### src/rtl/core/principal_values_2x2_tensor_assert.svh
// assertion macros for the principal values block
`ifndef PRINCIPAL_VALUES_2X2_TENSOR_ASSERT_SVH
`define PRINCIPAL_VALUES_2X2_TENSOR_ASSERT_SVH

// same-cycle implication, checked outside reset
`define PV2T_ASSERT_IMP(name, cond, prop, msg) \
    name: assert property (@(posedge clk) disable iff (!rst_n) (cond) |-> (prop)) \
        else $error(msg);

// next-cycle implication, checked outside reset
`define PV2T_ASSERT_NXT(name, cond, prop, msg) \
    name: assert property (@(posedge clk) disable iff (!rst_n) (cond) |=> (prop)) \
        else $error(msg);

`endif

### src/rtl/core/pv2t_pkg.sv
// shared types and constants of the principal values block
`timescale 1ns / 1ps
`default_nettype none

package pv2t_pkg;

    localparam int DIR_W     = 16;
    localparam int DIR_FRAC  = 14;
    localparam logic signed [DIR_W-1:0] DIR_ONE  = 16'sd16384;
    localparam logic signed [DIR_W-1:0] DIR_ZERO = 16'sd0;

    localparam int NORM_BITS = 30;
    localparam int NSQ_RW    = NORM_BITS + 1;
    localparam int QUO_W     = DIR_W - 1;
    localparam int DIVD_W    = NORM_BITS + DIR_FRAC + 1;

    typedef struct packed {
        logic valid;
        logic zero;
        logic hneg;
        logic sneg;
    } pv2t_ctl_t;

endpackage

`default_nettype wire

### src/rtl/core/pv2t_sqrt_cell.sv
// one root bit of a restoring integer square root chain
`timescale 1ns / 1ps
`default_nettype none

module pv2t_sqrt_cell #(
    parameter int RW = 33,
    parameter int SW = 8
) (
    input  logic                clk,
    input  logic                rst_n,
    input  logic                en,
    input  pv2t_pkg::pv2t_ctl_t ctl_in,
    input  logic [2*RW-1:0]     rad_in,
    input  logic [RW:0]         rem_in,
    input  logic [RW-1:0]       root_in,
    input  logic [SW-1:0]       side_in,
    output pv2t_pkg::pv2t_ctl_t ctl_out,
    output logic [2*RW-1:0]     rad_out,
    output logic [RW:0]         rem_out,
    output logic [RW-1:0]       root_out,
    output logic [SW-1:0]       side_out
);

    pv2t_pkg::pv2t_ctl_t ctl_reg;
    logic [2*RW-1:0] rad_reg, rad_next;
    logic [RW:0]     rem_reg, rem_next;
    logic [RW-1:0]   root_reg, root_next;
    logic [SW-1:0]   side_reg;
    logic [RW+2:0]   rem_ext, trial, diff;
    logic            ge;

    // bring down two radicand bits, try root*4+1
    assign rem_ext   = {rem_in, rad_in[2*RW-1 -: 2]};
    assign trial     = {1'b0, root_in, 2'b01};
    assign ge        = (rem_ext >= trial);
    assign diff      = rem_ext - trial;
    assign rem_next  = ge ? diff[RW:0] : rem_ext[RW:0];
    assign root_next = {root_in[RW-2:0], ge};
    assign rad_next  = {rad_in[2*RW-3:0], 2'b00};

    always_ff @(posedge clk or negedge rst_n)
    begin
        if (!rst_n)
        begin
            ctl_reg <= '0;
        end
        else if (en)
        begin
            ctl_reg <= ctl_in;
        end
    end

    always_ff @(posedge clk)
    begin
        if (en)
        begin
            rad_reg  <= rad_next;
            rem_reg  <= rem_next;
            root_reg <= root_next;
            side_reg <= side_in;
        end
    end

    assign ctl_out  = ctl_reg;
    assign rad_out  = rad_reg;
    assign rem_out  = rem_reg;
    assign root_out = root_reg;
    assign side_out = side_reg;

endmodule

`default_nettype wire

### config.mk
export PLATFORM = sky130hd
export DESIGN_NAME = pv2t_sqrt_cell
export DESIGN_NICKNAME = d
export VERILOG_FILES = /design/src/rtl/core/principal_values_2x2_tensor_assert.svh /design/src/rtl/core/pv2t_pkg.sv /design/src/rtl/core/pv2t_sqrt_cell.sv
export SDC_FILE = /design/constraint.sdc
export NUM_CORES = 1
export LEC_CHECK = 0
export BUFFER_PORTS_ARGS = -buffer_cell sky130_fd_sc_hd__buf_2
export CAP_MARGIN = 20
export CORE_ASPECT_RATIO = 0.6
export CORE_MARGIN = 10
export CORE_UTILIZATION = 40
export DETAILED_ROUTE_END_ITERATION = 10
export PLACE_DENSITY = 0.69
export SYNTH_ARGS = -nofsm -noshare
export SYNTH_HDL_FRONTEND = slang
export SYNTH_SLANG_ARGS = --single-unit
### constraint.sdc
create_clock -name clk -period 2.1 [get_ports clk]
set_clock_uncertainty 0.05 [all_clocks]
set_input_delay 0.42 -clock clk [delete_from_list [all_inputs] [get_ports clk]]
set_output_delay 0.42 -clock clk [all_outputs]
set_load 0.03 [all_outputs]
== Yosys cells after proc, flatten, opt, wreduce, memory -nomap -nowiden ==
Index checks and enable logic that the tools add are counted.

* Register bits: 143
* Output and inout port bits: 145

* Add/sub/neg operators: 1
* $lt $le $gt $ge: 1
* Muxes and demuxes: 1

{| class="wikitable"
|+ Operators with widths
! kind !! count
|-
| $ge 36x35->1 || 1
|-
| $mux 34 || 1
|-
| $sub 34x34->34 || 1
|}

== Logic depth before layout (Yosys ltp) ==
* Depth after elaboration: 2
* Mapped depth: 13
* Depth with buffers taken out: 11

== Least setup slack after synthesis ==
Ideal clock, no wire load.

* Kind: input to register
* From: in root_in[1]
* To: reg rem_reg[7], in the netlist rem_out[7], data pin
* Setup time: 254 ps
* Data arrival time: 2467 ps
* Path slack: -671 ps
* Cell stages on the path: 11
* Buffers on the path: 1
* Cells stage by stage: inv_1 ha_1 o211ai_1 a21oi_1 o21ai_2 o221ai_2 a211o_2 a211oi_4 buf_6 a211oi_1 a21o_1

* Longest elaborated chain between the ends: 2
* Elaborated cells between the ends (all ways): 3
* Classes of those cells: add/sub: 1; order compare: 1; mux: 1

{| class="wikitable"
|+ RTL lines
! what !! line !! RTL
|-
| start: declaration || pv2t_sqrt_cell.sv:15 || <nowiki>input logic [RW-1:0] root_in,</nowiki>
|-
| $sub 34x34->34 or $ge 36x35->1 (tied branches) || pv2t_sqrt_cell.sv:36, pv2t_sqrt_cell.sv:35 ||
|-
| $mux 34 * || pv2t_sqrt_cell.sv:37 || <nowiki>assign rem_next = ge ? diff[RW:0] : rem_ext[RW:0];</nowiki>
|-
| named net rem_next[7] || pv2t_sqrt_cell.sv:26 || <nowiki>logic [RW:0] rem_reg, rem_next;</nowiki>
|-
| end signal: assignment || pv2t_sqrt_cell.sv:58 || <nowiki>rem_reg <= rem_next;</nowiki>
|-
| end: declaration || pv2t_sqrt_cell.sv:26 ||
|}

Mark *: on every way through the listed nets, which the timed path passes. The rest lies on a longest branch.
A chain may end at the register's enable or synchronous reset.

== Worst setup path in the final report ==
* From: in rem_in[7]
* To: reg rem_reg[33], in the netlist rem_out[33], data pin

* Longest elaborated chain between the ends: 2
* Elaborated cells between the ends (all ways): 3
* Classes of those cells: add/sub: 1; order compare: 1; mux: 1

{| class="wikitable"
|+ RTL lines
! what !! line !! RTL
|-
| start: declaration || pv2t_sqrt_cell.sv:14 || <nowiki>input logic [RW:0] rem_in,</nowiki>
|-
| $sub 34x34->34 or $ge 36x35->1 (tied branches) || pv2t_sqrt_cell.sv:36, pv2t_sqrt_cell.sv:35 ||
|-
| $mux 34 * || pv2t_sqrt_cell.sv:37 ||
|-
| named net rem_next[33] || pv2t_sqrt_cell.sv:26 ||
|}

Marked as above.

==> flow_summary.yaml <==
setup_path:
  r2r_slack_ns: 1.29
  critPathTopFamily: "compound AO/OA/AOI/OAI gates"
  cp_cell_sequence: "buf_2, ha_4, nand4_1, or3_4, o221ai_4, a211o_4, a211oi_4, buf_6, buf_12, a311o_2, o22a_1"
  crit_slowest_cell: "or3_4"
  cp-start-kind: "primary input"
  crit_buf_inv: 3
  end_kind: "register"
  required_ns: 2.22
  worstPathArrival_ns: 2.60
  crit_type: "in2reg"
  critical_path.max_fanout: 5
  max_stage_delay_ns: 0.45
flow_run:
  cap_viol_max_count: 0
route:
  antenna_left: 0
  routed_via_density: 4.90
  drt-wirelength-per-cell_um: 18.5
  drc: 0
  drtPass1Iterations: 5
  vias: 5905
  drt-initial-drc-count: 385
  drt_wl_total_um: 22300
clock_network:
  clock-root-buffer: "clkbuf_16"
  cts_tree: "done"
  path_clk_slew_ns: 0.07
  htreeDepth: 4
  cts_buffer_depth: 2
  cts_buffers: 17
  clk-insertion-delay-late_ns: 0.42
  cts.sinks: 143
global_routing:
  grt_first_pass_wirelength_um: 34000
  grt_pass1_vias: 6160
  grt_max_degree: 43
  grt_usage_pct: 18.8
  grt_overflow: 0
  antenna_found_initial: 0
die:
  core_area_sq_um: 16400
  die_w_um: 188
  io_pins: 293
  die_y_um: 121
  start_util_pct: 41.1
  num_rows: 36
  dieArea_sq_um: 22600
min_path:
  hp-class: "in2reg"
pwr:
  p_total_mw: 9.15
  powerDensity_nw_per_um2: 839
  vdd_drop_max_v: 0.000499
  power_leakage_nw: 4.78
synth:
  seq_area_frac_synth_pct: 63.4
  synth_area_sq_um: 6750
  netlist_top_cells_count: "edfxtp_1, nand2_1, inv_1"
  yosysTopAreaCellShare_pct: 61.9
  synth_cell_types: 61
  yosys.area.top_type: "edfxtp_1"
  async_flop_share_pct: 2.80
  synth_edf_count: 139
  yosysMostFrequentCell: "edfxtp_1"
  synthFlopType: "edfxtp_1"
  syn_inst: 527
  ys_ff_latch: 143
  yosys-top-cells-area: "edfxtp_1, ha_1, o21ai_0"
  yosys_warnings: 0
  avgSynthCellArea_sq_um: 12.8
timing:
  hold_slack_ns: 0.125
  finalSetupViolCount: 35
  fmax_mhz: 403
  fin_crit_ns: 2.48
  report.final.slew_viol_count: 0
  hold_viol: 0
  setup_slack_ns: -0.379
  finalCritPeriodShare_pct: 118
  tns_ns: -8.69
  rsz0062_at_grt: "yes"
placement:
  pre_cts_ws_ns: -0.867
  gp_congestion: 0.861
  dpl.hpwl_um: 16900
  port-buffer-count: 290
final_layout:
  n_antenna_cell: 0
  n_fill_cell: 1313
  nets: 1148
  area_growth_pct: 61.5
  post_route_cells_drive_above_1_share_pct: 58.9
status:
  outcome: "finished, violations left"
  violations: "setup timing"
[placed cells by master (no fill, tap or decap), types with 10 or more instances in the layout]
master     Yosys  routed
ha_1          35      16
a21oi_1       35      26
clkbuf_16      0      17
o21ai_1        8      10
buf_2          0     273
edfxtp_1     139     139
o21ai_0       43      17
nand4_1       10      10
o21ai_2        1      24
nand2_2        1      10
nor2_1        26      24
nand2_1       47      37
xor2_1        12      11
inv_1         44      32
buf_4          5     125
ha_4           0      18
xnor2_1       14      13
buf_6          4      21
[kinds of logic after synthesis]
family | count (synthesis) | share of synthesized area (%)
AND/OR/NAND/NOR | 117 | 8.16
AO/OA/AOI/OAI | 140 | 13.1
XOR/XNOR | 26 | 3.38
adder cells (fa/ha/maj) | 35 | 6.49
flip-flops | 143 | 63.4
buffers and inverters | 61 | 4.75
multiplexers | 4 | 0.668
other | 1 | 0.0556
[layout make-up]
class / instances / area, sq um / share of cell area (%)
multi-input combinational: 324 / 2740 / 25.2
clock buffer: 17 / 425 / 3.90
tap: 228 / 285 / 2.62
sequential: 143 / 4270 / 39.2
inverter: 45 / 201 / 1.85
clock inverter: 15 / 163 / 1.49
timing repair buffer: 434 / 2800 / 25.7
[worst paths after layout]
check,from,endpoint,depth (start not counted)
min in group asynchronous,rst_n,ctl_out[0],2
worst min register to register,ctl_out[3],ctl_out[3],1
worst max-delay path,rem_in[7],rem_out[33],11
max in group asynchronous,rst_n,ctl_out[3],2
worst max register to register,ctl_out[2],ctl_out[2],1
worst min-delay path,rad_in[7],rad_out[9],1
[through the flow]
stage | instances | area, sq um | utilization [%]
after floorplan | 528 | 6940 | -
after global placement | 1149 | 9450 | 57.6
after detailed placement | 1149 | 9450 | 57.6
after CTS | 1207 | 10700 | 65.2
after global routing | 1206 | 10900 | 66.5
final | 1206 | 10900 | 66.5
[state kept, by name, indices dropped and copies added (netlist names)]
signal	cells
ctl_out	4
rad_out	64
rem_out	34
root_out	33
side_out	8
[where the power goes]
group / leakage [nW] / switching, mW / internal (mW)
registers: 1.41 / 0.0667 / 3.47
clock network: 0.289 / 1.36 / 1.69
logic: 3.09 / 1.50 / 1.06
[routing by layer]
metal	vias up	wire length (um)	GRT usage, %
met2	222	10900	31.7
met4	0	188	3.78
met5	-	0	0
li1	2837	-	-
met3	18	1820	6.20
met1	2828	9320	23.4
[timing repair]
item                                    4_1_cts  5_1_grt
resized for setup                           111       68
gates cloned                                  3        0
endpoints found under the setup margin       35       35
pin swaps                                    24       34
hold buffers                                  1        0
setup buffers                                22        4
hold endpoints to repair                      4        0
Note: power is estimated with default switching activity, not from simulation.
