**src/rtl/core/principal_values_2x2_tensor_assert.svh**
```systemverilog
// assertion macros for the principal values block
`ifndef PRINCIPAL_VALUES_2X2_TENSOR_ASSERT_SVH
`define PRINCIPAL_VALUES_2X2_TENSOR_ASSERT_SVH

// same-cycle implication, checked outside reset
`define PV2T_ASSERT_IMP(name, cond, prop, msg) \
    name: assert property (@(posedge clk) disable iff (!rst_n) (cond) |-> (prop)) \
        else $error(msg);

// next-cycle implication, checked outside reset
`define PV2T_ASSERT_NXT(name, cond, prop, msg) \
    name: assert property (@(posedge clk) disable iff (!rst_n) (cond) |=> (prop)) \
        else $error(msg);

`endif

```
**src/rtl/core/pv2t_pkg.sv**
```systemverilog
// shared types and constants of the principal values block
`timescale 1ns / 1ps
`default_nettype none

package pv2t_pkg;

    localparam int DIR_W     = 16;
    localparam int DIR_FRAC  = 14;
    localparam logic signed [DIR_W-1:0] DIR_ONE  = 16'sd16384;
    localparam logic signed [DIR_W-1:0] DIR_ZERO = 16'sd0;

    localparam int NORM_BITS = 30;
    localparam int NSQ_RW    = NORM_BITS + 1;
    localparam int QUO_W     = DIR_W - 1;
    localparam int DIVD_W    = NORM_BITS + DIR_FRAC + 1;

    typedef struct packed {
        logic valid;
        logic zero;
        logic hneg;
        logic sneg;
    } pv2t_ctl_t;

endpackage

`default_nettype wire

```
**src/rtl/core/pv2t_norm_cell.sv**
```systemverilog
// one stage of the leading-one normalizing shifter
`timescale 1ns / 1ps
`default_nettype none

module pv2t_norm_cell #(
    parameter int NL = 34,
    parameter int SH = 1,
    parameter int SW = 8
) (
    input  logic                clk,
    input  logic                rst_n,
    input  logic                en,
    input  pv2t_pkg::pv2t_ctl_t ctl_in,
    input  logic [NL-1:0]       p_in,
    input  logic [NL-1:0]       q_in,
    input  logic [SW-1:0]       side_in,
    output pv2t_pkg::pv2t_ctl_t ctl_out,
    output logic [NL-1:0]       p_out,
    output logic [NL-1:0]       q_out,
    output logic [SW-1:0]       side_out
);

    pv2t_pkg::pv2t_ctl_t ctl_reg;
    logic [NL-1:0] p_reg, q_reg, p_next, q_next;
    logic [SW-1:0] side_reg;
    logic          top_clear;

    // shift both when the top SH bits of both are all clear
    assign top_clear = ~|(p_in[NL-1 -: SH] | q_in[NL-1 -: SH]);
    assign p_next    = top_clear ? (p_in << SH) : p_in;
    assign q_next    = top_clear ? (q_in << SH) : q_in;

    always_ff @(posedge clk or negedge rst_n)
    begin
        if (!rst_n)
        begin
            ctl_reg <= '0;
        end
        else if (en)
        begin
            ctl_reg <= ctl_in;
        end
    end

    always_ff @(posedge clk)
    begin
        if (en)
        begin
            p_reg    <= p_next;
            q_reg    <= q_next;
            side_reg <= side_in;
        end
    end

    assign ctl_out  = ctl_reg;
    assign p_out    = p_reg;
    assign q_out    = q_reg;
    assign side_out = side_reg;

endmodule

`default_nettype wire

```
**config.mk**
```make
export PLATFORM = sky130hd
export DESIGN_NAME = pv2t_norm_cell
export DESIGN_NICKNAME = d
export VERILOG_FILES = /design/src/rtl/core/principal_values_2x2_tensor_assert.svh /design/src/rtl/core/pv2t_pkg.sv /design/src/rtl/core/pv2t_norm_cell.sv
export SDC_FILE = /design/constraint.sdc
export NUM_CORES = 1
export LEC_CHECK = 0
export BUFFER_PORTS_ARGS = -buffer_cell sky130_fd_sc_hd__buf_2
export CAP_MARGIN = 20
export CORE_MARGIN = 2
export CORE_UTILIZATION = 25
export CTS_BUF_LIST = sky130_fd_sc_hd__clkbuf_16
export DETAILED_ROUTE_END_ITERATION = 6
export GPL_TIMING_DRIVEN = 0
export RECOVER_POWER = 100
export SYNTH_ARGS = -nofsm -noshare
export SYNTH_HDL_FRONTEND = slang
export SYNTH_SLANG_ARGS = --single-unit
```
**constraint.sdc**
```tcl
create_clock -name clk -period 0.8 [get_ports clk]
set_input_delay 0.12 -clock clk [delete_from_list [all_inputs] [get_ports clk]]
set_output_delay 0.12 -clock clk [all_outputs]
set_load 0.005 [all_outputs]
```
## Word level (Yosys, flattened, before mapping)

Index checks and enable logic that the tools add are counted.

- Mux-type cells: 2
- Bitwise logic cells: 1

Operator list:

| cell | number |
|---|---|
| 34-bit 2-to-1 mux | 2 |
| 1-bit bitwise OR | 1 |

- Flip-flop bits (word level): 80
- Output and inout port bits: 80

## Logic depth before layout (Yosys ltp)

Gate-level depths: netlist (run 1).

- Depth in word-level cells: 2
- Depth in mapped cells: 4

## Worst setup path before layout (run 1)

No wires, ideal clock.

- Path type: input port to flip-flop
- Start: input p_in[33]
- End: register p_reg[26] (netlist: p_out[26]) (data pin)
- Arrival: 0.857 ns
- Buffers on the path: 2
- Cell stages on the path: 4
- Path slack: -0.317 ns
- Setup time: 0.260 ns
- Path through: nor2_2 > buf_6 > buf_6 > mux2_2

- Longest elaborated chain between the ends: 2

RTL lines:

| what | RTL line | RTL |
|---|---|---|
| start: declaration | pv2t_norm_cell.sv:14 | `input logic [NL-1:0] p_in,` |
| 1-bit bitwise OR | pv2t_norm_cell.sv:29 | `assign top_clear = ~\|(p_in[NL-1 -: SH] \| q_in[NL-1 -: SH]);` |
| 34-bit 2-to-1 mux | pv2t_norm_cell.sv:30 | `assign p_next = top_clear ? (p_in << SH) : p_in;` |
| via p_next[26] | pv2t_norm_cell.sv:24 | `logic [NL-1:0] p_reg, q_reg, p_next, q_next;` |
| end signal: assignment | pv2t_norm_cell.sv:49 | `p_reg <= p_next;` |
| end: declaration | pv2t_norm_cell.sv:24 |  |

The timed path passes the listed nets, and every way through them passes these cells.
A chain may end at the register's enable or synchronous reset.

## Worst setup path in the final report (run 1)

- Start: input p_in[33]
- End: register p_reg[8] (netlist: p_out[8]) (data pin)

The elaborated chain is that of the path after synthesis.

==> impl_metrics.yaml, run 1 <==
power:
  intPower_mw: 8.66
  total_power_mw: 10.9
  power_frac_seq_pct: 47.0
  power.density_nw_per_um2: 2100
  pwr-share-comb_pct: 14.4
  sw_frac_of_total_pct: 20.5
  cellLeakagePower_nw: 2.30
  clockPowerShare_pct: 38.6
  power_switching_mw: 2.23
  ir_drop_mv: 0.939
route:
  vias_per_cell: 4.10
  drc: 0
  wl_per_cell_um: 15.3
  postRouteAntennaNets: 0
  drt-total-wl_um: 8150
  vias: 2192
  drt-initial-drc-count: 129
  drt_first_pass_iters: 4
place:
  portBuffers: 162
  hpwl_um: 5390
  dpl.cell_count: 497
  pre_cts_ws_ps: -583
  gp_congestion: 0.732
synthesis:
  syn_nets: 245
  ys_seq_area_share_pct: 73.2
  yosysTopAreaCell: "edfxtp_1"
  yosys_register_bits: 80
  post_synth_num_cell_types: 10
  ys_warn_count: 0
  yosys-top-cells-area: "edfxtp_1 70%, mux2_2 24%, dfrtp_1 3.1%, buf_6 1.7%, nor2b_1 0.38%"
  netlist_instances: 162
  synth_top_area_share_pct: 70.2
  avgSynthCellArea_um2: 20.1
  syn_area_um2: 3250
timing:
  setup_viol: 148
  period_needed_ps: 995
  fin_ws_ps: -195
  tightest_slew_ps: 332
  rsz0062_at_grt: "yes"
  hold_viol: 0
  finalCritPeriodShare_pct: 124
  fmax_mhz: 1000
  hold_slack_ps: 21.5
  max_slew_margin_pct: 77.9
  final_max_slew_viol_count: 0
  fin_skew_ps: 0
worst_setup_path:
  r2r_end: "ctl_out[0]"
  critPathLaunch: "p_in[33]"
  critPathLaunchType: "input pin"
  r2r_cells: 2
  reg2reg_slack_ps: -70
  endpoint_kind: "register"
  worstPathArrival_ps: 1080
  r2r_start: "ctl_out[0]"
  crit_type: "input pin to register"
  cp_max_fo: 5
  critPathRequiredTime_ps: 880
layout:
  final_cell_mix: "158 x buf_2, 76 x edfxtp_1, 64 x mux2_4"
  fin_util_pct: 41.0
  area_growth_pct: 59.6
  final_nets: 441
  final_common_cell: "buf_2"
  final_cells: 534
  drive_gt1_share_pct: 72.4
  diodes: 0
grt:
  grt_overflow_total: 0
  grt_pass1_vias: 2384
  antenna_found_initial: 2
  grt_pass1_wl_um: 12600
  grt_max_degree: 37
  grt_usage_pct: 11.9
run:
  maxCapViolations: 0
min_path:
  holdCritStartpoint: "ctl_in[1]"
  holdPathEnd: "ctl_out[1]"
  worstHoldPathCells: 2
  hold_class: "input pin to register"
clock_tree:
  clk_path_buf_depth: 2
  cts_tree: "done"
  clock-sinks: 80
  cts_inserted_buffers: 9
  clock_latency_ps: 330
  path_clk_slew_ps: 50
  cts_root_buffer: "clkbuf_16"
  h-tree-depth: 3
floorplan:
  fp.dieW_um: 118
  start_util_pct: 25.7
  die_y_um: 118
  die-area_um2: 13900
  core_area_um2: 12700
  rows: 41
  io_pins: 163
run_status:
  status: "finished with violations"
  violations: "setup timing"
[power by group through the flow]
stage          clock network, mW  registers [mW]  logic, mW
2_1_floorplan                  0            5.27      0.374
3_3_place_gp                   0            5.20       1.17
3_5_place_dp                   0            5.21       1.21
4_1_cts                     4.37            5.13       1.64
5_1_grt                     4.55            5.15       1.70
6_report                    4.21            5.12       1.57
[routing by layer]
metal / track usage (%) / up-vias / wire (µm)
met2: 19.9 / 99 / 4130
met1: 13.4 / 1045 / 3270
met4: 5.65 / 4 / 159
li1: - / 1029 / -
met5: 0 / - / 24
met3: 4.17 / 15 / 567
[sequential cells by signal, summed over array words and instances, names as in the netlist]
name	count
side_out	8
p_out	34
ctl_out	4
q_out	34
[critical path, stage by stage]
cell and delay, ps:
clkbuf_1 110, nor2_4 160, buf_6 150, buf_12 110
buf_8 120, mux2_4 300
[worst max-delay path by stage]
stage                  to  slack (ps)  depth (start not counted)
5_1_grt          p_out[7]        -210                          1
6_report         p_out[8]        -200                          6
3_3_place_gp   ctl_out[2]       -1220                          2
3_5_place_dp   ctl_out[3]        -580                          3
2_1_floorplan   p_out[26]        -280                          4
4_1_cts          p_out[1]        -200                          1
[synthesized netlist by cell type]
library cell,instances
mux2_2,68
dfrtp_1,4
buf_6,5
nor2_2,1
a21o_1,1
inv_1,2
edfxtp_1,76
buf_2,2
o21ai_0,1
nor2b_1,2
[stage by stage]
stage / setup TNS (ps) / area [µm²]
2_1_floorplan: -16140 / 3260
3_3_place_gp: -119530 / 4280
3_5_place_dp: -57720 / 4310
4_1_cts: -20570 / 5270
5_1_grt: -25100 / 5190
6_report: -19830 / 5190
[kinds of logic after synthesis]
group	after synthesis	synth area share [%]
DFF	80	73.2
and+or+nand+nor	3	0.577
buffers and inverters	9	2.27
muxes	68	23.5
AOI/OAI and AO/OA	2	0.385
[layout make-up]
cell class	count	area (µm²)
well taps	172	215
clock inverters	6	76.3
flip-flops and latches	80	2380
multi-input cells	73	1040
plain buffers	5	90.1
clock buffers	9	225
repair buffers	187	1150
fillers	1215	7480
inverters	2	7.51
[repair_timing]
item,in CTS,in global routing
hold buffers,9,0
gates resized for setup,85,12
hold endpoints to repair,12,0
endpoints found under the setup margin,190,144
buffers inserted,9,3
gates cloned,5,1
pin swaps,1,1
Power figures use the tool's default switching activity.
==> inputs of run 2 (changes only) <==
--- a/config.mk
+++ b/config.mk
@@ -5,6 +5,7 @@
 export SDC_FILE = /design/constraint.sdc
 export NUM_CORES = 1
 export LEC_CHECK = 0
+export ABC_AREA = 1
 export BUFFER_PORTS_ARGS = -buffer_cell sky130_fd_sc_hd__buf_2
 export CAP_MARGIN = 20
 export CORE_MARGIN = 2
==> impl_metrics.yaml, run 2 <==
run_status:
  status: "finished with violations"
  violations: "setup timing"
synthesis:
  synth-simple-area-share_pct: 16.1
  synth_top_area_share_pct: 66.0
  avgSynthCellArea_um2: 11.0
  synth_xor_area_share_pct: 0
  synth_compound_area_share_pct: 10.1
  netlist_instances: 314
  synth-edff-count: 76
  post_synth_num_cell_types: 16
  yosysMostFrequentCell: "nand2_1"
  syn_area_um2: 3460
  yosysTopAreaCell: "edfxtp_1"
  ys_seq_area_share_pct: 68.9
  syn_nets: 397
  synth_common_cells: "124 x nand2_1, 76 x edfxtp_1, 56 x o21ai_0, 12 x o21ai_1, 10 x nand2_2"
  yosys_register_bits: 80
  synth-async-reset-ratio_pct: 5.00
  yosys_most_used_dff: "edfxtp_1"
  synth_top_family_by_area: "simple AND/OR/NAND/NOR gates"
  ys_warn_count: 0
  synth_mux_area_share_pct: 0
  yosys-top-cells-area: "edfxtp_1 66%, nand2_1 13%, o21ai_0 8.1%, dfrtp_1 2.9%, buf_6 2.0%"
  synth_fa_ha_area_share_pct: 0
route:
  drc: 0
  vias_per_cell: 4.28
  drt_first_pass_iters: 4
  drt-initial-drc-count: 148
  postRouteAntennaNets: 0
  drt-total-wl_um: 9300
  vias: 2917
  wl_per_cell_um: 13.6
worst_setup_path:
  crit_buf_inv: 1
  crit_type: "register to output pin"
  cp_slowest_stage_delay_ps: 380
  critPathLaunchType: "register"
  path_cells: "buf_2"
  worstPathArrival_ps: 860
  path_delay_family: "flip-flops"
  endpoint_kind: "output pin"
  critPathRequiredTime_ps: 680
  cp_max_fo: 1
  slowest_stage: "edfxtp_1"
clock_tree:
  cts_inserted_buffers: 9
  clock-sinks: 80
  h-tree-depth: 3
  cts_tree: "done"
  cts_root_buffer: "clkbuf_16"
  path_clk_slew_ps: 60
  clock_latency_ps: 330
  clk_path_buf_depth: 2
timing:
  fin_ws_ps: -181
  tns_ps: -18760
  fin_skew_ps: 0
  period_needed_ps: 981
  tightest_slew_ps: 527
  fmax_mhz: 1020
  finalCritPeriodShare_pct: 123
  hold_viol: 0
  setup_viol: 175
  final_max_slew_viol_count: 0
  max_slew_margin_pct: 64.9
  rsz0062_at_grt: "yes"
layout:
  stdcell_area_um2: 4950
  area_growth_pct: 43.3
  final_cell_mix: "163 x buf_2, 124 x nand2_1, 76 x edfxtp_1"
  fin_util_pct: 37.1
  nFillCells: 1346
  seq_area_um2: 2380
  final_nets: 583
  drive_gt1_share_pct: 40.0
  final_common_cell: "buf_2"
  multiInputGateArea_um2: 911
place:
  gp_congestion: 0.723
  hpwl_um: 6740
  place_area_um2: 4520
  portBuffers: 161
grt:
  grt_usage_pct: 12.8
  grt_overflow_total: 0
  grt_pass1_vias: 2934
  grt_max_degree: 49
  antenna_found_initial: 1
  grt_pass1_wl_um: 14400
floorplan:
  die_y_um: 122
  fp.dieW_um: 122
  rows: 42
  die-area_um2: 14800
  core_area_um2: 13300
  io_pins: 163
  start_util_pct: 25.9
power:
  ir_drop_mv: 0.919
  power.density_nw_per_um2: 2170
  cellLeakagePower_nw: 2.24
  total_power_mw: 10.8
min_path:
  hold_class: "input pin to register"
run:
  maxCapViolations: 0
-- run 2: area by class of cell --
cell class | count | share of cell area (%)
diodes | 1 | 0.0505
plain buffers | 21 | 3.03
clock buffers | 9 | 4.55
clock inverters | 7 | 1.62
inverters | 7 | 0.531
multi-input cells | 206 | 18.4
flip-flops and latches | 80 | 48.1
well taps | 176 | 4.45
repair buffers | 175 | 19.3
-- run 2: repair_timing --
action                                  4_1_cts  5_1_grt
endpoints found under the hold margin        14        0
resized for setup                             2       16
pin swaps                                     0        0
hold buffers                                 11        0
endpoints found under the setup margin      129       91
buffers inserted                              1        2
gates cloned                                  0        0
-- run 2: final timing paths --
path | from | to | slack, ps | cells past startpoint
worst max-delay path | q_out[28] | q_out[28] | -180 | 1
worst min-delay path | ctl_in[0] | ctl_out[0] | 20 | 3
worst max register to register | ctl_out[3] | ctl_out[3] | 30 | 3
worst min register to register | ctl_out[0] | ctl_out[0] | 560 | 2
max in group asynchronous | rst_n | ctl_out[2] | 450 | 2
min in group asynchronous | rst_n | ctl_out[1] | 170 | 2
-- run 2: metrics by stage --
step | instances | setup WS (ps) | hold slack [ps]
6_report | 682 | -181 | 18.7
5_1_grt | 681 | -221 | 11.5
4_1_cts | 680 | -208 | 4.67
3_5_place_dp | 652 | -430 | -69.2
3_3_place_gp | 651 | -1130 | -75.1
2_1_floorplan | 314 | -65.2 | -176
-- run 2: routing by layer --
metal  vias up  GRT usage [%]  wire (µm)
met5         -              0          0
met4         0           6.18        217
met3        18           4.31        871
met2       127           20.8       4280
met1      1329           15.3       3930
li1       1443              -          -
-- run 2: logic make-up after synthesis --
logic type      Yosys count
buf+inv                  28
compound gates           69
flops                    80
simple gates            137
-- run 2: power breakdown --
part,switching (mW),total (mW),internal (mW)
logic,0.727,1.35,0.625
registers,0.0918,5.13,5.03
clock network,1.61,4.29,2.68
