`src/rtl/core/principal_values_2x2_tensor_assert.svh`:
```
// assertion macros for the principal values block
`ifndef PRINCIPAL_VALUES_2X2_TENSOR_ASSERT_SVH
`define PRINCIPAL_VALUES_2X2_TENSOR_ASSERT_SVH

// same-cycle implication, checked outside reset
`define PV2T_ASSERT_IMP(name, cond, prop, msg) \
    name: assert property (@(posedge clk) disable iff (!rst_n) (cond) |-> (prop)) \
        else $error(msg);

// next-cycle implication, checked outside reset
`define PV2T_ASSERT_NXT(name, cond, prop, msg) \
    name: assert property (@(posedge clk) disable iff (!rst_n) (cond) |=> (prop)) \
        else $error(msg);

`endif

```
`src/rtl/core/pv2t_pkg.sv`:
```
// shared types and constants of the principal values block
`timescale 1ns / 1ps
`default_nettype none

package pv2t_pkg;

    localparam int DIR_W     = 16;
    localparam int DIR_FRAC  = 14;
    localparam logic signed [DIR_W-1:0] DIR_ONE  = 16'sd16384;
    localparam logic signed [DIR_W-1:0] DIR_ZERO = 16'sd0;

    localparam int NORM_BITS = 30;
    localparam int NSQ_RW    = NORM_BITS + 1;
    localparam int QUO_W     = DIR_W - 1;
    localparam int DIVD_W    = NORM_BITS + DIR_FRAC + 1;

    typedef struct packed {
        logic valid;
        logic zero;
        logic hneg;
        logic sneg;
    } pv2t_ctl_t;

endpackage

`default_nettype wire

```
`src/rtl/core/pv2t_sq_cell.sv`:
```
// one step of the shift-add squaring chain, both magnitudes at once
`timescale 1ns / 1ps
`default_nettype none

module pv2t_sq_cell #(
    parameter int MW = 33,
    parameter int AW = 66,
    parameter int SW = 8
) (
    input  logic                clk,
    input  logic                rst_n,
    input  logic                en,
    input  pv2t_pkg::pv2t_ctl_t ctl_in,
    input  logic [MW-1:0]       hm_in,
    input  logic [MW-1:0]       sm_in,
    input  logic [AW-1:0]       hc_in,
    input  logic [AW-1:0]       sc_in,
    input  logic [AW-1:0]       acc_in,
    input  logic [SW-1:0]       side_in,
    output pv2t_pkg::pv2t_ctl_t ctl_out,
    output logic [MW-1:0]       hm_out,
    output logic [MW-1:0]       sm_out,
    output logic [AW-1:0]       hc_out,
    output logic [AW-1:0]       sc_out,
    output logic [AW-1:0]       acc_out,
    output logic [SW-1:0]       side_out
);

    pv2t_pkg::pv2t_ctl_t ctl_reg;
    logic [MW-1:0] hm_reg, sm_reg, hm_next, sm_next;
    logic [AW-1:0] hc_reg, sc_reg, acc_reg, hc_next, sc_next, acc_next;
    logic [SW-1:0] side_reg;

    assign acc_next = acc_in + (hm_in[0] ? hc_in : '0) + (sm_in[0] ? sc_in : '0);
    assign hm_next  = hm_in >> 1;
    assign sm_next  = sm_in >> 1;
    assign hc_next  = hc_in << 1;
    assign sc_next  = sc_in << 1;

    always_ff @(posedge clk or negedge rst_n)
    begin
        if (!rst_n)
        begin
            ctl_reg <= '0;
        end
        else if (en)
        begin
            ctl_reg <= ctl_in;
        end
    end

    always_ff @(posedge clk)
    begin
        if (en)
        begin
            hm_reg   <= hm_next;
            sm_reg   <= sm_next;
            hc_reg   <= hc_next;
            sc_reg   <= sc_next;
            acc_reg  <= acc_next;
            side_reg <= side_in;
        end
    end

    assign ctl_out  = ctl_reg;
    assign hm_out   = hm_reg;
    assign sm_out   = sm_reg;
    assign hc_out   = hc_reg;
    assign sc_out   = sc_reg;
    assign acc_out  = acc_reg;
    assign side_out = side_reg;

endmodule

`default_nettype wire

```
`config.mk`:
```
export PLATFORM = sky130hd
export DESIGN_NAME = pv2t_sq_cell
export DESIGN_NICKNAME = d
export VERILOG_FILES = /design/src/rtl/core/principal_values_2x2_tensor_assert.svh /design/src/rtl/core/pv2t_pkg.sv /design/src/rtl/core/pv2t_sq_cell.sv
export SDC_FILE = /design/constraint.sdc
export NUM_CORES = 1
export LEC_CHECK = 0
export BUFFER_PORTS_ARGS = -buffer_cell sky130_fd_sc_hd__buf_4
export CORE_AREA = 3 3 217 219
export DETAILED_ROUTE_END_ITERATION = 10
export DIE_AREA = 0 0 220 222
export SYNTH_ARGS = -nofsm -noshare
export SYNTH_HDL_FRONTEND = slang
export SYNTH_SLANG_ARGS = --single-unit
```
`constraint.sdc`:
```
create_clock -name clk -period 1.2 [get_ports clk]
set_input_delay 0.3 -clock clk [delete_from_list [all_inputs] [get_ports clk]]
set_output_delay 0.3 -clock clk [all_outputs]
set_load 0.05 [all_outputs]
```
# --- Word-level counts from Yosys, hierarchy flattened ---
# Cells that the tools add are included.
totals:
  register_bits: 272
  output_inout_bits: 276
  wordCells: 14
  inputBits: 279
op_classes:
  muxes: 2
  n_addsub: 2
ops:
  columns: ["op", "n"]
  rows:
  - ["adder 66 bit", 2]
  - ["two-way mux 66 bit", 2]

# --- Logic depth before layout (Yosys ltp) ---
# Gate-level depths: netlist (run 1).
depth:
  ltp_word: 3
  ltp_mapped: 15
  depth_no_buf: 14

# --- Worst setup path after synthesis (run 1) ---
# No wires, ideal clock.
synth_path:
  path_type: "input -> register"
  from: "input hm_in[0]"
  to: "register acc_reg[62], in the netlist acc_out[62], data pin"
  path_buffers: 2
  arrival_time_ns: 3.442
  required_time_ns: 0.942
  path_stages: 14
  slack_ns: -2.500
  cell_sequence: "clkbuf_1 > clkbuf_1 > and2_1 > fa_1 > ha_1 > a21o_1 > a21o_1 > or4b_4 > o2111ai_2 > a311oi_2 > o31ai_4 > o31ai_2 > a21oi_2 > xnor2_1"
synth_between:
  elab_chain_len: 3
synth_lines:
  columns: ["element", "line_no", "text"]
  rows:
  - ["start, declared", "pv2t_sq_cell.sv:14", "input logic [MW-1:0] hm_in,"]
  - ["two-way mux 66 bit", "pv2t_sq_cell.sv:34", "assign acc_next = acc_in + (hm_in[0] ? hc_in : '0) + (sm_in[0] ? sc_in : '0);"]
  - ["adder 66 bit (2 in series)", "pv2t_sq_cell.sv:34", null]
  - ["named net acc_next[62]", "pv2t_sq_cell.sv:31", "logic [AW-1:0] hc_reg, sc_reg, acc_reg, hc_next, sc_next, acc_next;"]
  - ["end signal, assigned", "pv2t_sq_cell.sv:60", "acc_reg <= acc_next;"]
  - ["end, declared", "pv2t_sq_cell.sv:31", null]
# The timed path passes the listed nets, and every way through them passes these cells.
# A chain may end at the register's enable or synchronous reset.

# --- Final worst setup path (run 1) ---
layout_path:
  from: "input sm_in[0]"
  to: "register acc_reg[62], in the netlist acc_out[62], data pin"
layout_between:
  elab_chain_len: 2
layout_lines:
  columns: ["element", "line_no", "text"]
  rows:
  - ["start, declared", "pv2t_sq_cell.sv:15", "input logic [MW-1:0] sm_in,"]
  - ["two-way mux 66 bit", "pv2t_sq_cell.sv:34", null]
  - ["adder 66 bit", "pv2t_sq_cell.sv:34", null]
  - ["named net acc_next[62]", "pv2t_sq_cell.sv:31", null]
# The timed path passes the listed nets, and every way through them passes these cells.

==> results of run 1 <==
[registers in the layout (all words and copies together) (netlist names)]
signal	flops
ctl_out	4
sc_out	65
acc_out	66
sm_out	32
hc_out	65
side_out	8
hm_out	32
[logic make-up (layout without fill, tap and decap cells)]
family | Yosys count | after routing | share of synthesized area, %
simple gates | 339 | 339 | 12.6
flops | 272 | 272 | 55.4
compound gates | 239 | 239 | 11.0
fa+ha+maj | 130 | 130 | 14.4
buf+inv | 74 | 1144 | 2.57
xor+xnor | 54 | 54 | 3.22
mux | 9 | 9 | 0.673
other cells | 1 | 6 | 0.0255
[worst max-delay path by stage]
| stage | startpoint | end |
|---|---|---|
| 2_1_floorplan | hm_in[0] | acc_out[62]$_DFFE_PP_ |
| 3_3_place_gp | hm_in[0] | acc_out[45]$_DFFE_PP_ |
| 3_5_place_dp | hm_in[0] | acc_out[49]$_DFFE_PP_ |
| 4_1_cts | hm_in[0] | acc_out[62]$_DFFE_PP_ |
| 5_1_grt | hm_in[0] | acc_out[62]$_DFFE_PP_ |
| 6_report | sm_in[0] | acc_out[62]$_DFFE_PP_ |
[critical path: cells and delay by family]
family,cells,cell delay [ns]
AOI/OAI and AO/OA,7,1.35
adders and majority gates,2,0.78
and+or+nand+nor,2,0.67
buffers and inverters,2,0.26
xor gates and xnor gates,1,0.08
[per-layer routing]
| metal | GRT usage [%] | routed length [um] | vias up |
|---|---|---|---|
| met2 | 40.7 | 29800 | 426 |
| met1 | 27.4 | 22900 | 6526 |
| met3 | 5.10 | 3570 | 110 |
| met4 | 7.85 | 1990 | 6 |
| met5 | 0 | 32 | - |
| li1 | - | - | 6230 |
[cell type report]
cell class / count / area [sq um] / area share, %
Antenna cell: 2 / 5.00 / 0.0183
Clock buffer: 40 / 873 / 3.20
Clock inverter: 18 / 203 / 0.743
Timing Repair Buffer: 1064 / 9840 / 36.0
Inverter: 22 / 82.6 / 0.303
Sequential cell: 272 / 8150 / 29.9
Tap cell: 600 / 751 / 2.75
Multi-Input combinational cell: 775 / 7390 / 27.1
[per-stage QoR]
step	setup WS [ns]	std cells	TNS [ns]
after floorplan	-2.27	1121	-114.13
after global placement	-2.79	2510	-143.37
after detailed placement	-2.79	2510	-144.59
after CTS	-2.00	2776	-161.51
after global routing	-2.09	2793	-171.94
final	-1.99	2793	-155.23
[report_power, final]
group / switching (mW) / internal [mW] / total, mW
logic: 9.84 / 7.80 / 17.6
registers: 0.619 / 12.0 / 12.6
clock network: 4.23 / 5.92 / 10.1
[what timing repair did]
| action | 4_1_cts | 5_1_grt |
|---|---|---|
| endpoints found under the hold margin | 191 | 0 |
| setup endpoints to repair | 336 | 336 |
| resized for setup | 408 | 90 |
| buffers inserted | 21 | 24 |
| pin swaps | 58 | 79 |
| hold buffers | 188 | 0 |
| cloned | 3 | 0 |
[cells in the final DEF, fill, tap and decap left out, types with 37 or more instances in the layout]
cell type / n
buf_4: 558
dlygate4sd3_1: 188
a21oi_1: 46
a21o_1: 38
buf_6: 299
and2_1: 114
nand2_1: 43
edfxtp_1: 268
fa_1: 62
nor2_1: 37
==> results_dict.tcl, run 1 <==
set metrics [dict create \
    endpoint_kind "register" \
    cts_buffer_depth 3 \
    holdPathEnd "sc_out[58]$_DFFE_PP_" \
    first_iter_violations 679 \
    antenna_found_initial 5 \
    r2r_setup_slack_ns 0.32 \
    ys_warn_count 0 \
    yosysMostFrequentCell "edfxtp_1" \
    crit_fanout 5 \
    final_core_utilization_pct 60.3 \
    finalSetupViolCount 336 \
    synth_area_leaders "edfxtp_1 (55%), fa_1 (9.0%), and2_1 (5.4%)" \
    gp_congestion 0.865 \
    vias_per_cell 4.76 \
    worstPathRequired_ns 1.49 \
    grt_pass1_wl_um 85000 \
    cts_tree "done" \
    max_stage_delay_ns 0.56 \
    yosysTopAreaCell "edfxtp_1" \
    crit_type "in -> reg" \
    nets 2578 \
    routed_wl_um 58300 \
    netlist_top_cells_count "edfxtp_1 (268), and2_1 (128), a21oi_1 (80)" \
    tightestPinTransition_ns 0.523 \
    dr.pass1.iters 7 \
    hold_ws_ns 0.0389 \
    crit_path_start_kind "input port" \
    clock-sinks 272 \
    core_sq_um 45300 \
    reg2reg_to "ctl_out[3]$_DFFE_PN0P_" \
    hpwl_um 42900 \
    die-width_um 220 \
    grt_pass1_vias 14300 \
    timing.final.ws_setup_ns -1.99 \
    area_delta_synth_final_pct 85.7 \
    rsz0062_at_grt "true" \
    vias 13300 \
    r2r-start "ctl_out[3]$_DFFE_PN0P_" \
    placed_area_sq_um 21900 \
    drc 0 \
    numPortBuffers 550 \
    path_common_cell "a21o_1" \
    syn_avg_cell_area_sq_um 13.1 \
    skew_ns 0 \
    initial_core_util_pct 32.4 \
    yosysSeqAreaShare_pct 55.4 \
    die_h_um 222 \
    p_per_area_nw_per_um2 1480 \
    cp_cell_sequence "buf_12, buf_16, and2_4, fa_1, ha_4, a21o_1, a21o_1, or4b_4, o2111ai_4, a311oi_4, o31ai_4, o31ai_2, a21oi_2, xnor2_1" \
    synth-edff-count 268 \
    ys_seq_elements 272 \
    rows 78 \
    status "finished, violations left" \
    drive_gt1_share_pct 51.7 \
    clk_pin_slew_worst_paths_ns 0.06 \
    h-tree-depth 2 \
    drv_slew 0 \
    final_cell_area_sq_um 27300 \
    slowest_stage "fa_1" \
    gr-total-overflow 0 \
    reg2reg_depth 2 \
    synth-async-reset-ratio_pct 1.47 \
    p_leak_nw 11.8 \
    total_power_mw 40.4 \
    vdd_drop_max_mv 1.25 \
    relSlewSlack_pct 64.7 \
    antenna_left 0 \
    cts_inserted_buffers 34 \
    hold_class "in -> reg" \
    critical_path_arrival_ns 3.47 \
    netlist_instances 1118 \
    fillerInstances 3469 \
    violations "negative setup slack" \
    drv_cap 0 \
    synth-main-ff-cell "edfxtp_1" \
    insertion_delay_ns 0.53 \
    grt_max_degree 50 \
    min_from "sc_in[57]" \
    grtUsageTotal_pct 23.0 \
    ioPinCount 555 \
    synth_top_area_share_pct 54.8 \
    detail_route.wl_per_cell_um 20.9 \
    synth_cell_types 77 \
    fmax_ghz 0.314 \
    post-route-period-util_pct 265 \
    die_area_sq_um 48800 \
    hold_viol 0 \
    synthesis.area_sq_um 14700 \
    period_needed_ns 3.19 \
    root_buffer "clkbuf_16" \
    holdPathStages 2 \
]
No activity file was read; power rests on OpenSTA's default activity.
==> inputs of run 2 (changes only) <==
CORE_AREA = 3 3 215 217   (was 3 3 217 219)
DIE_AREA = 0 0 218 220   (was 0 0 220 222)
clock period = 3.34 ns   (was 1.2 ns; I/O delays follow)
==> run 2 against run 1 <==
The run still ends with negative setup slack left. Clock power down 66%. Critical path depth up 1. Clock skew unchanged. Global-route usage down 2.6 points. Worst setup slack better by 1.6 ns. Sequential share of layout area up 4.3 points. Worst hold slack better by 0.0065 ns. Final cell count down 8.2%. Flip-flop and latch count unchanged. Critical endpoint unchanged.
==> results_dict.tcl, run 2 (synthesis gave the netlist of run 1 again) <==
set metrics [dict create \
    crit_buf_inv 3 \
    drive_gt1_share_pct 54.1 \
    vdd_drop_max_mv 0.393 \
    root_buffer "clkbuf_16" \
    use_met2_pct 35.9 \
    largest_reg_flops 66 \
    first_iter_violations 704 \
    timing.final.ws_setup_ns -0.429 \
    grt_pass1_wl_um 74500 \
    most-common-layout-cells "buf_4 (813), edfxtp_1 (268), and2_1 (118), fa_1 (60), a21oi_1 (55)" \
    crit_path_start_kind "input port" \
    grt_max_degree 79 \
    initial_core_util_pct 33.2 \
    post-route-period-util_pct 113 \
    cp_cell_sequence "buf_12, buf_12, buf_16, and2_4, fa_1, ha_4, a21o_1, a21o_1, or4b_4, o2111ai_4, a311oi_4, o31ai_4, o31ai_2, a21oi_2, xnor2_1" \
    critical_path_arrival_ns 4.10 \
    multi_input_area_sq_um 7210 \
    clk_pin_slew_worst_paths_ns 0.07 \
    relSlewSlack_pct 54.1 \
    hpwl_um 41700 \
    busiest_layer "met2" \
    globalRouteMet1Util_pct 26.1 \
    p_seq_share_pct 32.5 \
    dr.pass1.iters 5 \
    fmax_ghz 0.265 \
    p_clk_share_pct 25.2 \
    endpoint_kind "register" \
    area_delta_synth_final_pct 62.2 \
    gr-usage-met3_pct 4.05 \
    final_common_cell "buf_4" \
    violations "negative setup slack" \
    hold_class "in -> async" \
    die_h_um 220 \
    fillerInstances 3846 \
    slowest_stage "or4b_4" \
    gr-total-overflow 0 \
    rsz0062_at_grt "true" \
    cts_tree "done" \
    vias_per_cell 4.76 \
    seq_area_sq_um 8150 \
    p_per_area_nw_per_um2 571 \
    clock-sinks 272 \
    fin_cells 2564 \
    final_core_utilization_pct 53.8 \
    insertion_delay_ns 0.57 \
    period_needed_ns 3.77 \
    cts_buffer_depth 3 \
    die-width_um 218 \
    finalSetupViolCount 38 \
    max_stage_delay_ns 0.56 \
    antenna_left 0 \
    routed_wl_um 52200 \
    detail_route.wl_per_cell_um 20.4 \
    tightestPinTransition_ns 0.688 \
    grt_pass1_vias 12300 \
    drc 0 \
    crit_type "in -> reg" \
    vias 12200 \
    drv_cap 0 \
    swShare_pct 36.5 \
    combPwrFrac_pct 42.2 \
    p_switching_mw 4.97 \
    drv_slew 0 \
    antenna_found_initial 5 \
    gp_congestion 0.901 \
    cts_inserted_buffers 30 \
    core_sq_um 44300 \
    die_area_sq_um 48000 \
    power.internal_mw 8.64 \
    dp.cells 2478 \
    ioPinCount 555 \
    hold_viol 0 \
    path_delay_family "compound AO/OA/AOI/OAI gates" \
    p_leak_nw 10.4 \
    nets 2356 \
    grtUsageTotal_pct 20.4 \
    numPortBuffers 550 \
    crit_fanout 5 \
    h-tree-depth 1 \
    status "finished, violations left" \
    worstPathRequired_ns 3.68 \
    skew_ns 0 \
    rows 77 \
]
## run 2: cell types whose count changed in the layout (fill, tap and decap cells not counted), moves of 5 or more
cell | previous run | this run
ha_1 | 36 | 43
nand2_2 | 13 | 8
a21oi_1 | 46 | 55
a21oi_2 | 28 | 22
dlygate4sd3_1 | 188 | 0
nor2_1 | 37 | 42
inv_6 | 5 | 0
buf_4 | 558 | 813
nand2_1 | 43 | 48
o21ai_1 | 12 | 6
o21ai_0 | 13 | 20
buf_6 | 299 | 17
## run 2: final cells by class
type	instances	share of cell area, %
diodes	1	0.0105
clock buffers	37	3.39
clock inverters	19	0.882
inverters	22	0.346
multi-input cells	775	30.3
flip-flops and latches	272	34.2
well taps	592	3.11
repair buffers	846	27.8
## run 2: worst paths after layout
check / startpoint / endpoint / slack [ns] / cells past startpoint
max: hm_in[0] / acc_out[62]$_DFFE_PP_ / -0.43 / 15
min: rst_n / ctl_out[2]$_DFFE_PN0P_ / 0.05 / 1
max reg2reg: ctl_out[2]$_DFFE_PN0P_ / ctl_out[2]$_DFFE_PN0P_ / 2.58 / 1
min reg2reg: ctl_out[3]$_DFFE_PN0P_ / ctl_out[3]$_DFFE_PN0P_ / 0.51 / 1
max in group asynchronous: rst_n / ctl_out[3]$_DFFE_PN0P_ / 3.20 / 1
min in group clk: hm_in[2] / hm_out[1]$_DFFE_PP_ / 0.43 / 1
## run 2: power by group through the flow
stage                     Sequential, mW  Clock, mW  Combinational (mW)
final                               4.43       3.44                5.75
after CTS                           4.44       3.52                5.61
after floorplan                     5.96          0                1.63
after detailed placement            4.50          0                5.32
after global placement              4.49          0                5.30
after global routing                4.47       3.65                6.11
## run 2: metal layers
layer	routed length, um	share of wire, %	vias up
li1	-	-	5771
met2	26100	50	418
met5	23	0.044	-
met1	21300	41	5938
met3	3560	6.8	73
met4	1270	2.4	4
## run 2: what timing repair did
| item | 4_1_cts | 5_1_grt |
|---|---|---|
| gates resized for setup | 112 | 68 |
| hold buffers | 0 | 0 |
| cloned | 2 | 1 |
| buffers inserted | 20 | 9 |
| pin swaps | 66 | 54 |
| endpoints found under the setup margin | 43 | 48 |
## run 2: through the flow
step	total power, mW	setup slack (ns)	cell area, sq um	setup TNS [ns]	hold WS, ns
after floorplan	7.58	-0.662	15000	-17.07	0.539
after global placement	9.79	-1.33	21600	-44.09	0.497
after detailed placement	9.82	-1.33	21600	-45.51	0.497
after CTS	13.6	-0.461	23400	-8.90	0.0154
after global routing	14.2	-0.498	23800	-12.70	0.0225
final	13.6	-0.429	23800	-9.66	0.0453
